`src/design/rgbc_pkg.sv`:
```
// Shared types, widths and codes of the RGBC color classifier.
package rgbc_pkg;

    // Sensor count width and fraction bits of the intensity format
    localparam int COUNT_BITS = 16;
    localparam int FRAC_BITS  = 16;

    // Intensity (0..1 inclusive) and sum of two intensities
    localparam int INT_W = FRAC_BITS + 1;
    localparam int SUM_W = FRAC_BITS + 2;

    // Pipelined restoring divider geometry
    localparam int DIV_QW = (COUNT_BITS > FRAC_BITS + 1) ? COUNT_BITS : FRAC_BITS + 1;
    localparam int DIV_DW = (FRAC_BITS + 1 > 16) ? FRAC_BITS + 1 : 16;
    localparam int DIV_NW = DIV_DW + DIV_QW;
    localparam int DIV_SIDE_W = 16 + 3 + SUM_W;

    // Square-root search: one result bit per stage, target is 10000 * S
    localparam int SQ_STEPS = 7;
    localparam int SQ_TW    = FRAC_BITS + 14;

    localparam int CFG_IDX_W = 3;
    localparam int CFG_W     = 16;

    localparam logic [INT_W-1:0] ONE = {1'b1, {FRAC_BITS{1'b0}}};
    localparam logic [COUNT_BITS-1:0] COUNT_MAX = {COUNT_BITS{1'b1}};

    // Configuration register indexes
    typedef enum logic [CFG_IDX_W-1:0] {
        CFG_RANGE_LOW      = 3'd0,
        CFG_RANGE_HIGH     = 3'd1,
        CFG_GRAY_SAT_MAX   = 3'd2,
        CFG_BLACK_LIT_MAX  = 3'd3,
        CFG_WHITE_LIT_MIN  = 3'd4
    } t_cfg_idx;

    // Color class codes
    localparam logic [2:0] CLASS_WHITE  = 3'd0;
    localparam logic [2:0] CLASS_BLACK  = 3'd1;
    localparam logic [2:0] CLASS_GRAY   = 3'd2;
    localparam logic [2:0] CLASS_RED    = 3'd3;
    localparam logic [2:0] CLASS_YELLOW = 3'd4;
    localparam logic [2:0] CLASS_GREEN  = 3'd5;
    localparam logic [2:0] CLASS_BLUE   = 3'd6;
    localparam logic [2:0] CLASS_NONE   = 3'd7;

    // Hue sector base angle
    typedef enum logic [1:0] {
        BASE_0,
        BASE_120,
        BASE_240,
        BASE_360
    } t_hue_base;

    typedef struct packed {
        logic [15:0] red_count;
        logic [15:0] green_count;
        logic [15:0] blue_count;
        logic [15:0] clear_count;
    } t_in_item;

    typedef struct packed {
        logic [8:0]  hue_degrees;
        logic [6:0]  saturation_pct;
        logic [6:0]  lightness_pct;
        logic [15:0] clear_echo;
        logic [2:0]  color_class;
    } t_out_item;

    // Sideband carried alongside the hue divider
    typedef struct packed {
        logic [15:0]      clear;
        t_hue_base        base;
        logic             neg;
        logic [SUM_W-1:0] sum;
    } t_side_c;

    // Sideband carried alongside the square-root search
    typedef struct packed {
        logic [8:0]  hue;
        logic [6:0]  lit;
        logic [15:0] clear;
    } t_sq_side;

endpackage

```
`src/design/rgbc_sqrt.sv`:
```
// Pipelined bitwise search for floor(100 * sqrt(S)), one bit per stage.
module rgbc_sqrt (
    input  logic                       i_clk,
    input  logic                       i_rst_n,
    input  logic                       i_en,
    input  logic                       i_valid,
    input  logic [rgbc_pkg::SQ_TW-1:0] i_target,
    input  rgbc_pkg::t_sq_side         i_side,
    output logic                       o_valid,
    output logic [6:0]                 o_sat,
    output rgbc_pkg::t_sq_side         o_side
);
    import rgbc_pkg::*;

    logic             r_valid [SQ_STEPS];
    logic [6:0]       r_sat   [SQ_STEPS];
    logic [SQ_TW-1:0] r_tgt   [SQ_STEPS];
    t_sq_side         r_side  [SQ_STEPS];

    logic             n_valid [SQ_STEPS];
    logic [6:0]       n_sat   [SQ_STEPS];
    logic [SQ_TW-1:0] n_tgt   [SQ_STEPS];
    t_sq_side         n_side  [SQ_STEPS];

    // Try setting the next lower bit; keep it if t <= 100 and t*t*2^F <= target
    always_comb begin
        logic [6:0]       sat_in;
        logic [SQ_TW-1:0] tgt_in;
        logic [6:0]       t;
        logic [13:0]      sq;
        for (int j = 0; j < SQ_STEPS; j++) begin
            if (j == 0) begin
                sat_in     = '0;
                tgt_in     = i_target;
                n_valid[j] = i_valid;
                n_side[j]  = i_side;
            end else begin
                sat_in     = r_sat[j-1];
                tgt_in     = r_tgt[j-1];
                n_valid[j] = r_valid[j-1];
                n_side[j]  = r_side[j-1];
            end
            t  = sat_in | (7'd1 << (SQ_STEPS - 1 - j));
            sq = 14'(t) * 14'(t);
            if (t <= 7'd100 && ((SQ_TW'(sq) << FRAC_BITS) <= tgt_in)) begin
                n_sat[j] = t;
            end else begin
                n_sat[j] = sat_in;
            end
            n_tgt[j] = tgt_in;
        end
    end

    always_ff @(posedge i_clk) begin
        if (!i_rst_n) begin
            for (int j = 0; j < SQ_STEPS; j++) r_valid[j] <= 1'b0;
        end else if (i_en) begin
            for (int j = 0; j < SQ_STEPS; j++) r_valid[j] <= n_valid[j];
        end
    end

    always_ff @(posedge i_clk) begin
        if (i_en) begin
            for (int j = 0; j < SQ_STEPS; j++) begin
                r_sat[j]  <= n_sat[j];
                r_tgt[j]  <= n_tgt[j];
                r_side[j] <= n_side[j];
            end
        end
    end

    assign o_valid = r_valid[SQ_STEPS-1];
    assign o_sat   = r_sat[SQ_STEPS-1];
    assign o_side  = r_side[SQ_STEPS-1];

endmodule

```
`config.mk`:
```
export PLATFORM = sky130hd
export DESIGN_NAME = rgbc_sqrt
export DESIGN_NICKNAME = d
export VERILOG_FILES = /design/src/design/rgbc_pkg.sv /design/src/design/rgbc_sqrt.sv
export SDC_FILE = /design/constraint.sdc
export NUM_CORES = 1
export LEC_CHECK = 0
export BUFFER_PORTS_ARGS = -buffer_cell sky130_fd_sc_hd__buf_4
export CAP_MARGIN = 30
export CORE_ASPECT_RATIO = 1.4
export CORE_UTILIZATION = 35
export CTS_CLUSTER_DIAMETER = 40
export DETAILED_ROUTE_END_ITERATION = 8
export SLEW_MARGIN = 15
export SYNTH_ARGS = -nofsm -noshare
export SYNTH_HDL_FRONTEND = slang
export SYNTH_SLANG_ARGS = --single-unit
export TNS_END_PERCENT = 100
```
`constraint.sdc`:
```
create_clock -name i_clk -period 6.9 [get_ports i_clk]
set_input_delay 1.38 -clock i_clk [delete_from_list [all_inputs] [get_ports i_clk]]
set_output_delay 1.38 -clock i_clk [all_outputs]
set_load 0.03 [all_outputs]
```
==> impl_metrics.yaml <==
logic_synthesis:
  synth_most_common_cell: "edfxtp_1"
  syn-num-nets: 1215
  syn-cell-area_sq_mm: 0.0176
  synth_top_area_frac: 0.742
  ys_seq_elements: 439
  ys_types: 50
  synth_area_leader_cell: "edfxtp_1"
  synth.avg_cell_area_sq_um: 17.6
  synth_enable_flop_cells: 434
  async_flop_share: 0
  synth-main-ff-cell: "edfxtp_1"
  synth_area_leaders: "edfxtp_1 (74%), ha_1 (9.0%), fa_1 (3.0%)"
  synth_cells: 997
  synthTopCellsByCount: "edfxtp_1 (434), ha_1 (126), inv_1 (116), xnor2_1 (35)"
  synth_seq_area_share: 0.748
  ys_warn_count: 0
route:
  drc: 0
  routedWlPerCell_microns: 14.2
  vias_per_cell: 4.49
  first_iter_violations: 405
  top_layer: "met4"
  wl_met1_microns: 9950
  drtAntennaViolNets: 0
  via_count: 8221
  wl_met3_microns: 1140
  drt_wl_total_microns: 26000
  met2RoutedLength_microns: 14000
  first_pass_iters: 5
cells_and_area:
  drive_gt1_frac: 0.178
  antenna_cells: 0
  fin_nets: 1369
  n_fill_cell: 4429
  area_growth_pct: 19.7
grt:
  grt_pass1_vias: 8632
  grt_pass1_wl_microns: 41800
  grt_overflow: 0
  grtUsageTotal: 0.104
  grt_max_degree: 163
  antenna_found_initial: 0
sta:
  worst_pin_slew_ns: 0.888
  grt_setup_unrepaired: "false"
  setup_viol: 0
  fmax_ghz: 0.172
  hold_slack_ns: 0.413
  finClkSkew_ns: 0.0427
  tns_ns: 0
  period_share: 0.842
  slew_headroom: 0.408
  period_needed_ns: 5.81
  hold_violations: 0
  slew_violations: 0
cts:
  htreeDepth: 2
  cts_hold_buf: 0
  cts.sinks: 439
  cts_setup_buffers: 0
  clk_latency_ns: 0.59
  cts_tree: "built"
  cts_max_path_buffers: 3
  clkTransAtPathRegs_ns: 0.07
  cts.repair.resized: 0
  cts_buffers: 49
  cts-root-buf: "clkbuf_16"
worst_setup_path:
  max_stage_delay_ns: 0.53
  cp_cell_sequence: "ha_1 -> ha_1 -> xor2_1 -> fa_1 -> inv_1 -> fa_1 -> inv_1 -> fa_1 -> inv_1 -> ha_1 -> and3_4 -> a2111oi_4 -> a21oi_2 -> a31oi_1 -> xnor2_1 -> ha_1 -> a211oi_1 -> o21ai_0 -> or4_1 -> o21ai_1"
  crit_path_start_kind: "register"
  crit_arrival_ns: 6.22
  crit_required_ns: 7.31
  cp_slowest_cell: "edfxtp_1"
  crit_fanout: 9
  crit_type: "reg -> reg"
  path_buf_inv: 3
  crit_top_cell: "ha_1"
  end_kind: "register"
  critPathTopFamily: "adder cells"
floorplan:
  fp.coreArea_sq_mm: 0.0492
  rows: 96
  dieArea_sq_mm: 0.0511
  initial_core_util: 0.356
  fp.dieW_microns: 191
  ios: 106
  die_height_microns: 267
power_and_ir_drop:
  ir_worst_vdd_v: 0.000252
  p_seq_frac: 0.412
  netSwitchingFraction: 0.282
  p_leak_nw: 8.14
  internal-power_mw: 5.63
  combPwrFrac: 0.228
  p_clk_frac: 0.360
  cellPowerDensity_mw_per_mm2: 373
  switchingPower_mw: 2.21
  p_total_mw: 7.84
run:
  maxCapViolations: 0
outcome:
  status: "complete, no violations"
min_path:
  hp-class: "reg -> reg"
place:
  numPortBuffers: 105
  hpwl_microns: 17500
  place.gp.congestion: 0.789
[cell families (layout without fill, tap and decap cells)]
kind of cell,after synthesis,after routing,share of synthesized area
and+or+nand+nor,151,151,0.0493
DFF,439,439,0.748
AOI/OAI and AO/OA,81,81,0.0309
xor gates and xnor gates,44,44,0.0220
muxes,7,7,0.00399
buffers and inverters,123,318,0.0263
adders and majority gates,152,152,0.119
[cell usage in the layout, fill, tap and decap left out, types with 11 or more instances in the layout]
master	n
edfxtp_1	434
ha_1	126
inv_1	116
buf_4	107
clkbuf_16	49
xnor2_1	35
a21oi_1	26
fa_1	26
nor4_1	23
nor2_1	22
nand2_1	22
o21ai_0	13
nand4_1	13
and2_1	11
[per-layer routing]
metal,vias up,track usage
li1,4031,-
met1,3968,0.110
met2,159,0.193
met3,63,0.0230
met4,0,0.0472
met5,-,0
[stage by stage]
stage / std cells / utilization / worst slack, ns / cell area [sq um]
3_5_place_dp: 1736 / 0.389 / 1.14 / 19200
3_3_place_gp: 1736 / 0.389 / 1.29 / 19200
4_1_cts: 1828 / 0.426 / 1.09 / 21000
5_1_grt: 1829 / 0.427 / 0.804 / 21000
6_report: 1829 / 0.427 / 1.09 / 21000
2_1_floorplan: 997 / - / 1.50 / 17600
[worst reg2reg max path, stage by stage, from the launching register on]
cell	delay (ns)
edfxtp_1	0.53
ha_1	0.30
ha_1	0.32
xor2_1	0.18
fa_1	0.49
inv_1	0.06
fa_1	0.53
inv_1	0.05
fa_1	0.49
inv_1	0.04
ha_1	0.34
and3_4	0.20
a2111oi_4	0.42
a21oi_2	0.12
a31oi_1	0.23
xnor2_1	0.15
ha_1	0.27
a211oi_1	0.22
o21ai_0	0.13
or4_1	0.52
o21ai_1	0.08
[registers in the layout (all words and copies together) (netlist names)]
register  count
r_tgt       180
r_sat        28
r_valid       7
r_side      224
[cell type report]
cell class / instances / area (sq um) / share of cell area
Multi-Input combinational cell: 435 / 3960 / 0.188
Timing Repair Buffer: 110 / 858 / 0.0409
Clock buffer: 50 / 1230 / 0.0586
Inverter: 116 / 435 / 0.0207
Tap cell: 637 / 797 / 0.0379
Clock inverter: 42 / 593 / 0.0282
Sequential cell: 439 / 13100 / 0.625
[worst paths after layout]
kind / cells after the start / startpoint / end / slack (ns)
worst max-delay path: 20 / r_sat[5][2] / r_sat[6][0] / 1.09
worst min-delay path: 0 / r_side[1][7] / r_side[2][7] / 0.41
worst max register to register: 20 / r_sat[5][2] / r_sat[6][0] / 1.09
worst min register to register: 0 / r_side[1][7] / r_side[2][7] / 0.41
[power groups by stage]
stage	combinational (mW)	clock, mW	sequential [mW]
6_report	1.79	2.83	3.23
5_1_grt	2.05	3.00	3.25
4_1_cts	1.81	2.91	3.23
3_5_place_dp	1.79	0	3.29
3_3_place_gp	1.73	0	3.28
2_1_floorplan	1.29	0	3.28
No activity file was read; power rests on OpenSTA's default activity.
