$ cat src/design/rgbc_pkg.sv
// Shared types, widths and codes of the RGBC color classifier.
package rgbc_pkg;

    // Sensor count width and fraction bits of the intensity format
    localparam int COUNT_BITS = 16;
    localparam int FRAC_BITS  = 16;

    // Intensity (0..1 inclusive) and sum of two intensities
    localparam int INT_W = FRAC_BITS + 1;
    localparam int SUM_W = FRAC_BITS + 2;

    // Pipelined restoring divider geometry
    localparam int DIV_QW = (COUNT_BITS > FRAC_BITS + 1) ? COUNT_BITS : FRAC_BITS + 1;
    localparam int DIV_DW = (FRAC_BITS + 1 > 16) ? FRAC_BITS + 1 : 16;
    localparam int DIV_NW = DIV_DW + DIV_QW;
    localparam int DIV_SIDE_W = 16 + 3 + SUM_W;

    // Square-root search: one result bit per stage, target is 10000 * S
    localparam int SQ_STEPS = 7;
    localparam int SQ_TW    = FRAC_BITS + 14;

    localparam int CFG_IDX_W = 3;
    localparam int CFG_W     = 16;

    localparam logic [INT_W-1:0] ONE = {1'b1, {FRAC_BITS{1'b0}}};
    localparam logic [COUNT_BITS-1:0] COUNT_MAX = {COUNT_BITS{1'b1}};

    // Configuration register indexes
    typedef enum logic [CFG_IDX_W-1:0] {
        CFG_RANGE_LOW      = 3'd0,
        CFG_RANGE_HIGH     = 3'd1,
        CFG_GRAY_SAT_MAX   = 3'd2,
        CFG_BLACK_LIT_MAX  = 3'd3,
        CFG_WHITE_LIT_MIN  = 3'd4
    } t_cfg_idx;

    // Color class codes
    localparam logic [2:0] CLASS_WHITE  = 3'd0;
    localparam logic [2:0] CLASS_BLACK  = 3'd1;
    localparam logic [2:0] CLASS_GRAY   = 3'd2;
    localparam logic [2:0] CLASS_RED    = 3'd3;
    localparam logic [2:0] CLASS_YELLOW = 3'd4;
    localparam logic [2:0] CLASS_GREEN  = 3'd5;
    localparam logic [2:0] CLASS_BLUE   = 3'd6;
    localparam logic [2:0] CLASS_NONE   = 3'd7;

    // Hue sector base angle
    typedef enum logic [1:0] {
        BASE_0,
        BASE_120,
        BASE_240,
        BASE_360
    } t_hue_base;

    typedef struct packed {
        logic [15:0] red_count;
        logic [15:0] green_count;
        logic [15:0] blue_count;
        logic [15:0] clear_count;
    } t_in_item;

    typedef struct packed {
        logic [8:0]  hue_degrees;
        logic [6:0]  saturation_pct;
        logic [6:0]  lightness_pct;
        logic [15:0] clear_echo;
        logic [2:0]  color_class;
    } t_out_item;

    // Sideband carried alongside the hue divider
    typedef struct packed {
        logic [15:0]      clear;
        t_hue_base        base;
        logic             neg;
        logic [SUM_W-1:0] sum;
    } t_side_c;

    // Sideband carried alongside the square-root search
    typedef struct packed {
        logic [8:0]  hue;
        logic [6:0]  lit;
        logic [15:0] clear;
    } t_sq_side;

endpackage

$ cat src/design/rgbc_divider.sv
// Pipelined restoring divider, one quotient bit per stage, with sideband.
module rgbc_divider (
    input  logic                            i_clk,
    input  logic                            i_rst_n,
    input  logic                            i_en,
    input  logic                            i_valid,
    input  logic [rgbc_pkg::DIV_NW-1:0]     i_num,
    input  logic [rgbc_pkg::DIV_DW-1:0]     i_den,
    input  logic [rgbc_pkg::DIV_SIDE_W-1:0] i_side,
    output logic                            o_valid,
    output logic [rgbc_pkg::DIV_QW-1:0]     o_quo,
    output logic [rgbc_pkg::DIV_SIDE_W-1:0] o_side
);
    import rgbc_pkg::*;

    // Upper numerator half must be below the divisor on entry
    logic                  r_valid [DIV_QW];
    logic [DIV_DW-1:0]     r_rem   [DIV_QW];
    logic [DIV_DW-1:0]     r_den   [DIV_QW];
    logic [DIV_QW-1:0]     r_low   [DIV_QW];
    logic [DIV_QW-1:0]     r_quo   [DIV_QW];
    logic [DIV_SIDE_W-1:0] r_side  [DIV_QW];

    logic                  n_valid [DIV_QW];
    logic [DIV_DW-1:0]     n_rem   [DIV_QW];
    logic [DIV_DW-1:0]     n_den   [DIV_QW];
    logic [DIV_QW-1:0]     n_low   [DIV_QW];
    logic [DIV_QW-1:0]     n_quo   [DIV_QW];
    logic [DIV_SIDE_W-1:0] n_side  [DIV_QW];

    // One compare and subtract per stage
    always_comb begin
        logic [DIV_DW-1:0] rem_in;
        logic [DIV_DW-1:0] den_in;
        logic [DIV_QW-1:0] low_in;
        logic [DIV_QW-1:0] quo_in;
        logic [DIV_DW:0]   trial;
        logic              ge;
        for (int j = 0; j < DIV_QW; j++) begin
            if (j == 0) begin
                rem_in    = i_num[DIV_NW-1:DIV_QW];
                low_in    = i_num[DIV_QW-1:0];
                quo_in    = '0;
                den_in    = i_den;
                n_valid[j] = i_valid;
                n_side[j]  = i_side;
            end else begin
                rem_in    = r_rem[j-1];
                low_in    = r_low[j-1];
                quo_in    = r_quo[j-1];
                den_in    = r_den[j-1];
                n_valid[j] = r_valid[j-1];
                n_side[j]  = r_side[j-1];
            end
            trial = {rem_in, low_in[DIV_QW-1]};
            ge    = (trial >= {1'b0, den_in});
            if (ge) begin
                n_rem[j] = DIV_DW'(trial - {1'b0, den_in});
            end else begin
                n_rem[j] = trial[DIV_DW-1:0];
            end
            n_low[j] = low_in << 1;
            n_quo[j] = {quo_in[DIV_QW-2:0], ge};
            n_den[j] = den_in;
        end
    end

    always_ff @(posedge i_clk) begin
        if (!i_rst_n) begin
            for (int j = 0; j < DIV_QW; j++) r_valid[j] <= 1'b0;
        end else if (i_en) begin
            for (int j = 0; j < DIV_QW; j++) r_valid[j] <= n_valid[j];
        end
    end

    always_ff @(posedge i_clk) begin
        if (i_en) begin
            for (int j = 0; j < DIV_QW; j++) begin
                r_rem[j]  <= n_rem[j];
                r_den[j]  <= n_den[j];
                r_low[j]  <= n_low[j];
                r_quo[j]  <= n_quo[j];
                r_side[j] <= n_side[j];
            end
        end
    end

    assign o_valid = r_valid[DIV_QW-1];
    assign o_quo   = r_quo[DIV_QW-1];
    assign o_side  = r_side[DIV_QW-1];

endmodule

$ cat config.mk
export PLATFORM = sky130hd
export DESIGN_NAME = rgbc_divider
export DESIGN_NICKNAME = d
export VERILOG_FILES = /design/src/design/rgbc_pkg.sv /design/src/design/rgbc_divider.sv
export SDC_FILE = /design/constraint.sdc
export NUM_CORES = 2
export LEC_CHECK = 0
export ABC_AREA = 0
export BUFFER_PORTS_ARGS = -buffer_cell sky130_fd_sc_hd__buf_4
export CAP_MARGIN = 40
export CORE_AREA = 2 2 372 374
export DETAILED_ROUTE_END_ITERATION = 8
export DIE_AREA = 0 0 374 376
export SLEW_MARGIN = 20
export SYNTH_ARGS = -nofsm -noshare
export SYNTH_HDL_FRONTEND = slang
export SYNTH_SLANG_ARGS = --single-unit
$ cat constraint.sdc
create_clock -name i_clk -period 4.55 [get_ports i_clk]
set_input_delay 0.6825 -clock i_clk [delete_from_list [all_inputs] [get_ports i_clk]]
set_output_delay 0.6825 -clock i_clk [all_outputs]
set_load 0.02 [all_outputs]
==> impl.org <==
** Timing
- In the post-route analysis, the smallest setup slack over all paths is between 900 and 1000 ps.
- For the final database, setup skew stands at between 50 and 60 ps.
- Setup TNS :: 0 ps
- Setup violators final :: 0
- Top achievable clock speed :: 275 MHz
- The hold violation total from the final report came to 0.
- Slew @ Worst Pin :: 844 ps
- Final worst path period share :: 0.798
- The number of pins exceeding their max-slew limit in the final report was 0.
- Unrepaired setup endpoints after global routing :: false
- Counting I/O delays and the setup requirement, the final critical path takes 3630 ps.
- Worst max-slew margin expressed relative to the limit :: 0.433

** Cells and area
- In the layout the commonest cells are 1,479 x sky130_fd_sc_hd__edfxtp_1, 365 x sky130_fd_sc_hd__inv_1, 307 x sky130_fd_sc_hd__nand2_1.
- In the final layout, the share of cells above drive strength 1 is 0.111.
- Most common library cell in the layout ignoring fill and taps :: sky130_fd_sc_hd__edfxtp_1
- Compared with the post-synthesis result, the final layout area differs by 15.2%.
- The net count of the finished layout is around 4,700.
- Non-filler cells, final :: ~6,300
- Summing all non-filler instances in the final layout gives an area of ~70,000 um^2.
- Number of antenna cells inserted :: 0

** Critical path
- In this design, the stage delay of the slowest critical-path cell is 680 ps.
- Tracing the worst setup path back leads to its startpoint at r_low[0][111].
- Slowest stage cell on the critical path :: sky130_fd_sc_hd__o21a_1
- The worst setup path is launched from a register.
- Kind of critical path :: register to register
- The worst register-to-register path ends at r_rem[0][122].
- Required time of the critical path :: between 5000 and 6000 ps
- Worst R2R Path Depth :: 12
- The critical path ends at r_rem[0][122].
- R2R setup slack :: 920 ps
- The worst setup path is captured at a register.
- Crit Path Max Fanout :: 18
- Data on the critical path arrives at its endpoint at 4160 ps.
- The startpoint identified for the worst register-to-register timing path is r_low[0][111].
- The signal on the critical path passes through inv_1, ha_1, inv_1, fa_1, a211oi_1, o21bai_1, a21oi_1, o21a_1, o21ai_0, a21oi_1, o21a_1, mux2_2.

** Worst hold path
- Hold path startpoint :: i_side[13]
- Worst min-delay path class :: input pin to register

** Logic synthesis
- The compound-cell area share of the yosys netlist is 0.0841.
- Post-synth EDFFs :: 1,479
- Main combinational cell family by area after synthesis :: compound AO/OA/AOI/OAI gates
- Count of warnings emitted by yosys :: 0
- Sequential cell area fraction in the yosys report :: 0.728
- Post-synth design cell area :: slightly above 60,000 um^2
- Of all flip-flops after synthesis, the portion carrying an async set or reset was 0.
- Of the total synthesized cell area, the portion taken by XOR and XNOR cells is 0.0309.
- Number of library cell types mapped by synthesis :: 76
- Synthesis handed over a netlist of roughly 4,000 instances.
- Post-synth top area share :: 0.728
- Simple-Gate Fraction of Synth Area :: 0.0517
- Of the post-synthesis cell area, the part taken by muxes is 0.0136.
- Post-synthesis adder-cell area fraction :: 0.0646
- Syn Nets :: around 4,400
- Number of synthesized register bits :: about 1,500
- Syn Area/Cell :: between 15 and 20 um^2
- For this run, the leading register cell type out of synthesis is sky130_fd_sc_hd__edfxtp_1.
- Leading area contributor after synthesis :: sky130_fd_sc_hd__edfxtp_1
- Cell types with the largest area share after synthesis :: sky130_fd_sc_hd__edfxtp_1 73%, sky130_fd_sc_hd__ha_1 5.9%, sky130_fd_sc_hd__o21ai_0 2.3%

** Route
- The detailed router finished its first iteration with about 1,800 violations.
- Detailed routing placed a total of approximately 3300 um of wire on met3.
- Via count normalized by instance count :: 5.00
- Residual antenna-violating net count after detailed routing :: 0
- Wires add up to approximately 95,000 um.
- Number of DRC violations after detailed routing :: 0
- In this run the top signal layer used is met4.
- Sum of met2 wire segment lengths after detailed routing :: about 51,000 um
- DRT met1 WL :: approximately 37,000 um
- Routed via count :: between 30,000 and 40,000
- DRT Pass-1 Iters :: 5
- Average detailed-routed wire length per instance :: 15.2 um

** Clock network
- In this run the number of H-tree levels came out at 4.
- Number of clock sinks :: roughly 1,500
- At the later pin of the worst-skew pair, clock insertion delay measures ~800 ps.
- TritonCTS clock tree :: yes
- The root buffer cell chosen for the clock tree is sky130_fd_sc_hd__clkbuf_16.
- After clock tree synthesis, the clock-pin slew on the worst setup and hold paths is around 60 ps.
- The number of setup buffers added after CTS is 0.
- TritonCTS buffer count :: between 150 and 200
- Longest Clk Path Bufs :: 3

** Outcome
- Result of the run :: finished clean

** Global routing
- Initial antenna violation count :: 0
- The via count of the first global-routing pass is 32,082.
- Remaining Overflow, GRT :: 0
- Entering global routing, the biggest net connects 148 pins.
- The first global-routing pass estimated ~150,000 um of wire.
- Overall global routing resource usage :: 0.136

** Placed design
- Placed Cells :: 5,939
- After legalization and detailed placement, the total HPWL measured 63,000 um.
- After detailed placement, the total cell area comes to ~65,000 um^2.
- Placement-stage worst setup slack :: ~900 ps
- Gp weighted congestion :: between 0.8 and 0.9
- Number of buffers inserted by port buffering :: around 150

** Power and ir drop
- The analysis attributes to cell leakage a power of 26.5 nW.
- Net Sw Frac :: 0.296
- Summed over all nets, the switching power comes to roughly 13 mW.
- The internal portion of the total power is roughly 30 mW.
- Fraction of power consumed by sequential logic :: 0.437
- Share of total power in combinational logic :: 0.276
- Clock share of power :: 0.288
- Dividing total power by cell area gives a power density of between 600 and 700 nW/um^2.
- VDD sags by at most 0.000380 V.

** Floorplanning
- The floorplan step defined a die boundary enclosing roughly 140,000 um^2.
- Width of the die :: about 370 um
- The initialized floorplan defines roughly 140 standard-cell rows.
- Die height :: around 380 um
- The core region is 137,000 um^2.
- Initial cell density of the core :: 0.446
- In this run the count of I/O pins placed on the die edge is 147.

** Run
- Number of maximum-capacitance constraint violations :: 0
per-layer routing:
layer | vias to the layer above | track usage
met5 | - | 0
met4 | 0 | 0.0669
met3 | 233 | 0.0287
met2 | 488 | 0.258
met1 | 14905 | 0.141
li1 | 15681 | -
per-stage QoR:
stage / util / hold slack (ps) / power, mW
detailed placement: 0.473 / 405 / 30.8
CTS: 0.514 / 0.0827 / 43.4
finish: 0.514 / 77.9 / 42.9
global route: 0.514 / 13.0 / 45.7
global placement: 0.473 / 400 / 30.5
floorplan: - / 400 / 27.7
how the worst min path moves through the flow:
stage | endpoint | cells after the start
floorplan | r_low[0][102] | 0
global route | r_side[0][5] | 1
global placement | r_side[0][395] | 0
CTS | r_low[0][6] | 1
detailed placement | r_low[0][158] | 0
finish | r_side[0][13] | 1
cell type report:
cell class / instances / area [um^2]
inverters: 365 / 1370
repair buffers: 242 / 2120
well taps: 1794 / 2240
fillers: 11247 / 66400
flip-flops and latches: 1479 / 44400
multi-input cells: 2105 / 15000
clock buffers: 195 / 4140
clock inverters: 85 / 968
state kept, by name, indices dropped and copies added, names as in the netlist:
signal,cells
r_side,629
r_den,272
r_rem,272
r_quo,153
r_low,136
r_valid,17
cells in the mapped netlist, drive strengths merged, types with 35 or more instances:
| cell type | instances |
|---|---|
| nor2 | 117 |
| xor2 | 104 |
| ha | 289 |
| clkbuf | 49 |
| o21bai | 39 |
| mux2 | 65 |
| xnor2 | 111 |
| a21o | 80 |
| nand2b | 35 |
| a21oi | 230 |
| inv | 365 |
| nand2 | 307 |
| o21ai | 291 |
| nand4 | 37 |
| nor3 | 39 |
| edfxtp | 1479 |
timing repair:
action	in CTS	in global routing
endpoints found under the hold margin	44	0
hold buffers	44	0
resized for setup	0	0
cell families after synthesis:
group / count (synthesis)
adders and majority gates: 305
AOI/OAI and AO/OA: 835
DFF: 1479
and+or+nand+nor: 678
xor gates and xnor gates: 215
muxes: 72
buffers and inverters: 426
critical path, delay by kind of cell (launching register included):
kind	cells	cell delay [ps]
fa+ha+maj	2	590
mux	1	420
flops	1	360
compound gates	7	1870
buf+inv	2	130
power by group through the flow:
stage	Sequential (mW)	Combinational (mW)	Clock (mW)
6_report	18.8	11.8	12.4
5_1_grt	19.0	13.4	13.3
4_1_cts	18.8	11.8	12.8
3_5_place_dp	19.0	11.7	0
3_3_place_gp	19.0	11.5	0
2_1_floorplan	18.7	9.01	0
No activity file was read; power rests on OpenSTA's default activity.
